==> src/hdl/assert_macros.svh <==
// Assertion helpers for the converter top level; they expect clk and arst_n in scope.
`ifndef ASSERT_MACROS_SVH
`define ASSERT_MACROS_SVH

// Same-cycle implication.
`define ASSERT_IMP(label, pre, post, msg) \
	label: assert property (@(posedge clk) disable iff (!arst_n) (pre) |-> (post)) \
		else $error(msg);

// Next-cycle implication.
`define ASSERT_NXT(label, pre, post, msg) \
	label: assert property (@(posedge clk) disable iff (!arst_n) (pre) |=> (post)) \
		else $error(msg);

`endif

==> src/hdl/g2e_dly.sv <==
// ----------------------------------------------------------------------------
// g2e_dly
// Shift line that keeps side data aligned with the arithmetic stages.
// ----------------------------------------------------------------------------
module g2e_dly #(
	parameter int W = 64,
	parameter int D = 2
) (
	input  logic         clk,
	input  logic         en,
	input  logic [W-1:0] d,
	output logic [W-1:0] q
);

	logic [W-1:0] tap_q [D];

	always_ff @(posedge clk) begin
		if (en) begin
			tap_q[0] <= d;
			for (int i = 1; i < D; i++) begin
				tap_q[i] <= tap_q[i-1];
			end
		end
	end

	assign q = tap_q[D-1];

endmodule

==> config.mk <==
export PLATFORM = sky130hd
export DESIGN_NAME = g2e_dly
export DESIGN_NICKNAME = d
export VERILOG_FILES = /design/src/hdl/assert_macros.svh /design/src/hdl/g2e_dly.sv
export SDC_FILE = /design/constraint.sdc
export NUM_CORES = 1
export LEC_CHECK = 0
export ABC_AREA = 0
export BUFFER_PORTS_ARGS = -buffer_cell sky130_fd_sc_hd__buf_4
export CAP_MARGIN = 20
export CORE_UTILIZATION = 46
export DETAILED_ROUTE_END_ITERATION = 7
export MAX_ROUTING_LAYER = met4
export PLACE_DENSITY = 0.75
export SYNTH_ARGS = -nofsm -noshare
export SYNTH_HDL_FRONTEND = slang
export SYNTH_SLANG_ARGS = --single-unit
==> constraint.sdc <==
create_clock -name clk -period 0.8 [get_ports clk]
set_clock_uncertainty 0.15 [all_clocks]
set_input_delay 0.12 -clock clk [delete_from_list [all_inputs] [get_ports clk]]
set_output_delay 0.12 -clock clk [all_outputs]
set_load 0.005 [all_outputs]
# == After elaboration in Yosys (flattened, before gate mapping) ==
# Memories as Yosys holds them, arrays and structs flattened.
# Cells that the tools add are included.
# word_totals
ff_bits,0
ramBits,128
out_inout_bits,64
mem_count,1
# memory_table
memory,depth,word_bits,rd,rd_clocked_by_memory_dff,wr,line_no,text
tap_q,2,64,2,0,2,g2e_dly.sv:15,logic [W-1:0] tap_q [D];
# op_classes
muxes,2
# ops
cell,n
$mux 1,2

# == Longest topological paths before layout ==
# logic_depth
ltp_word,2
ltp_mapped,1

# == Least setup slack after synthesis ==
# OpenSTA, ideal clock, no wires.
# synth_timing
path_type,flip-flop to flip-flop
startpoint,mem tap_q[0][36]
endpoint,mem tap_q[1][36] (netlist: tap_q[0][100]) (data pin)
arrival_time_ns,0.323
setup_slack_ns,0.061
path_stages_with_launch,1
n_path_buf,0
synth_period_minus_slack_ns,0.739
cell_sequence,edfxtp_1
# synth_lines
element,line_no
from (decl),g2e_dly.sv:15

==> impl_metrics.json <==
{
  "worst_slew_pin_slew_ns": 0.274,
  "seq_area_frac_synth": 0.889,
  "wl_per_cell_microns": 14.2,
  "first_pass_iters": 4,
  "grtUsageTotal": 0.150,
  "drv_cap": 0,
  "outcome": "finished, violations left",
  "cp.required_ns": 0.53,
  "setup_slack_ns": -0.506,
  "crit_family": "flip-flops",
  "rrSetupSlack_ns": 0.01,
  "finalSetupViolCount": 64,
  "crit_slowest_cell": "edfxtp_1",
  "crit_type": "flip-flop to primary output",
  "largestRegisters": "tap_q x128",
  "gp_congestion": 0.653,
  "ys_warn_count": 0,
  "rsz0062_at_grt": "yes",
  "cts_made_buffers": 17,
  "crit_path_end_kind": "primary output",
  "crit_path_start_kind": "flip-flop",
  "overflow": 0,
  "hold_buffers": 64,
  "hold_viol": 16,
  "grt_pass1_vias": 2049,
  "cp.arrival_ns": 1.04,
  "dp_hpwl_microns": 3970,
  "switching_share": 0.201,
  "io_buffer_count": 129,
  "clkTransAtPathRegs_ns": 0.06,
  "dp_slack_ns": -0.222,
  "max_freq_mhz": 766,
  "clk_latency_ns": 0.49,
  "htreeDepth": 4,
  "internal_power_w": 0.0128,
  "syn-instance-count": 192,
  "ios": 130,
  "min_period_ns": 1.31,
  "ys_ff_latch": 128,
  "violations": "negative hold slack, negative setup slack",
  "finalNetCount": 413,
  "hold_class": "input pin to flip-flop",
  "syn_nets": 258,
  "p_sw_w": 0.00322,
  "floorplan.initialDensity": 0.472,
  "multi_input_area_sq_um": 0,
  "multi_input_gates": 0,
  "clock_sinks": 128,
  "dieArea_sq_um": 9790,
  "largest_reg_flops": 128,
  "power.share.sequential": 0.505,
  "ant_nets": 0,
  "fin_crit_sh": 1.63,
  "antenna_found_initial": 0,
  "utilization": 0.689,
  "ys_types": 2,
  "final_layout_size_suffix_gt1_frac": 0.464,
  "regMostFlops": "tap_q",
  "drv_slew": 0,
  "critical_path_buf_inv_count": 1,
  "drt-initial-drc-count": 83,
  "cts_tree": "yes",
  "drc_errors": 0,
  "grt_pass1_wl_microns": 10100,
  "peakVddDrop_mv": 1.37,
  "vias": 2011,
  "via_per_inst": 4.27,
  "pwr-share-comb": 0.066,
  "synth_area_sq_um": 4320,
  "diodes": 0,
  "powerDensity_nw_per_um2": 2550,
  "rows": 35,
  "wirelength_microns": 6700,
  "core_sq_um": 9150,
  "crit_fanout": 1,
  "clock_path_buffers": 2,
  "area_delta_synth_final_pct": 45.8,
  "clockPowerShare": 0.429,
  "die_height_microns": 99.0,
  "hold_slack_ns": -0.187,
  "grt_max_degree": 33,
  "critPathMaxStageDelay_ns": 0.39,
  "die_x_microns": 99.0,
  "power.leakage_nw": 2.47,
  "avgSynthCellArea_sq_um": 22.5,
  "root_buffer": "clkbuf_8",
  "cp_cell_sequence": "buf_4",
  "relSlewSlack": 0.818
}
## Yosys cell counts (all sizes together)
library cell / instances / share of area
buf: 64 / 0.11
edfxtp: 128 / 0.89
## layout by cell type (no fill, tap or decap), types with 2 or more instances in the layout
master	count
edfxtp_1	128
buf_4	113
dlygate4sd3_1	64
buf_6	20
clkbuf_16	16
inv_6	5
clkinvlp_4	3
clkinv_2	3
buf_12	3
clkinv_4	2
## layer usage
metal	up-vias	global-route usage	routed length [microns]
li1	972	-	-
met1	950	0.157	2600
met2	80	0.245	3590
met3	9	0.0603	415
met4	0	0.0758	93
met5	-	-	0
## through the flow
stage,cell area (sq um),setup TNS (ns),hold slack (ns),power [W],instances
floorplan,4320,0,0.0689,0.00850,192
global placement,5040,-23.97,0.148,0.00896,375
detailed placement,5040,-25.35,0.149,0.00900,375
CTS,6240,-31.98,-0.202,0.0162,471
global route,6300,-33.50,-0.204,0.0167,471
finish,6300,-30.32,-0.187,0.0161,471
## what timing repair did
item / in CTS / in global routing
endpoints found under the setup margin: 64 / 68
buffers inserted: 0 / 0
endpoints found under the hold margin: 118 / 44
pin swaps: 0 / 0
gates resized for setup: 2 / 18
## layout make-up
cell class / instances / area (sq um)
flip-flops and latches: 128 / 3840
fillers: 572 / 2850
repair buffers: 200 / 1770
clock buffers: 18 / 418
well taps: 111 / 139
clock inverters: 14 / 129
## cell families (layout without fill, tap and decap cells)
logic type             Yosys count  count (layout)  share of synthesized area
DFF                            128             128                      0.889
buffers and inverters           64             232                      0.111
## worst paths after layout
| check | start | to | depth (start not counted) |
|---|---|---|---|
| max | tap_q[0][115]$_DFFE_PP_ | q[51] | 1 |
| min | en | tap_q[0][5]$_DFFE_PP_ | 1 |
| max reg2reg | tap_q[0][59]$_DFFE_PP_ | tap_q[0][123]$_DFFE_PP_ | 0 |
| min reg2reg | tap_q[0][39]$_DFFE_PP_ | tap_q[0][103]$_DFFE_PP_ | 0 |
## power groups by stage
stage | logic [W] | clock network, W | registers [W]
floorplan | 0.000319 | 0 | 0.00818
global placement | 0.000757 | 0 | 0.00820
detailed placement | 0.000775 | 0 | 0.00823
CTS | 0.00103 | 0.00707 | 0.00809
global route | 0.00113 | 0.00740 | 0.00814
finish | 0.00106 | 0.00689 | 0.00810
(Power assumes the default switching activity.)
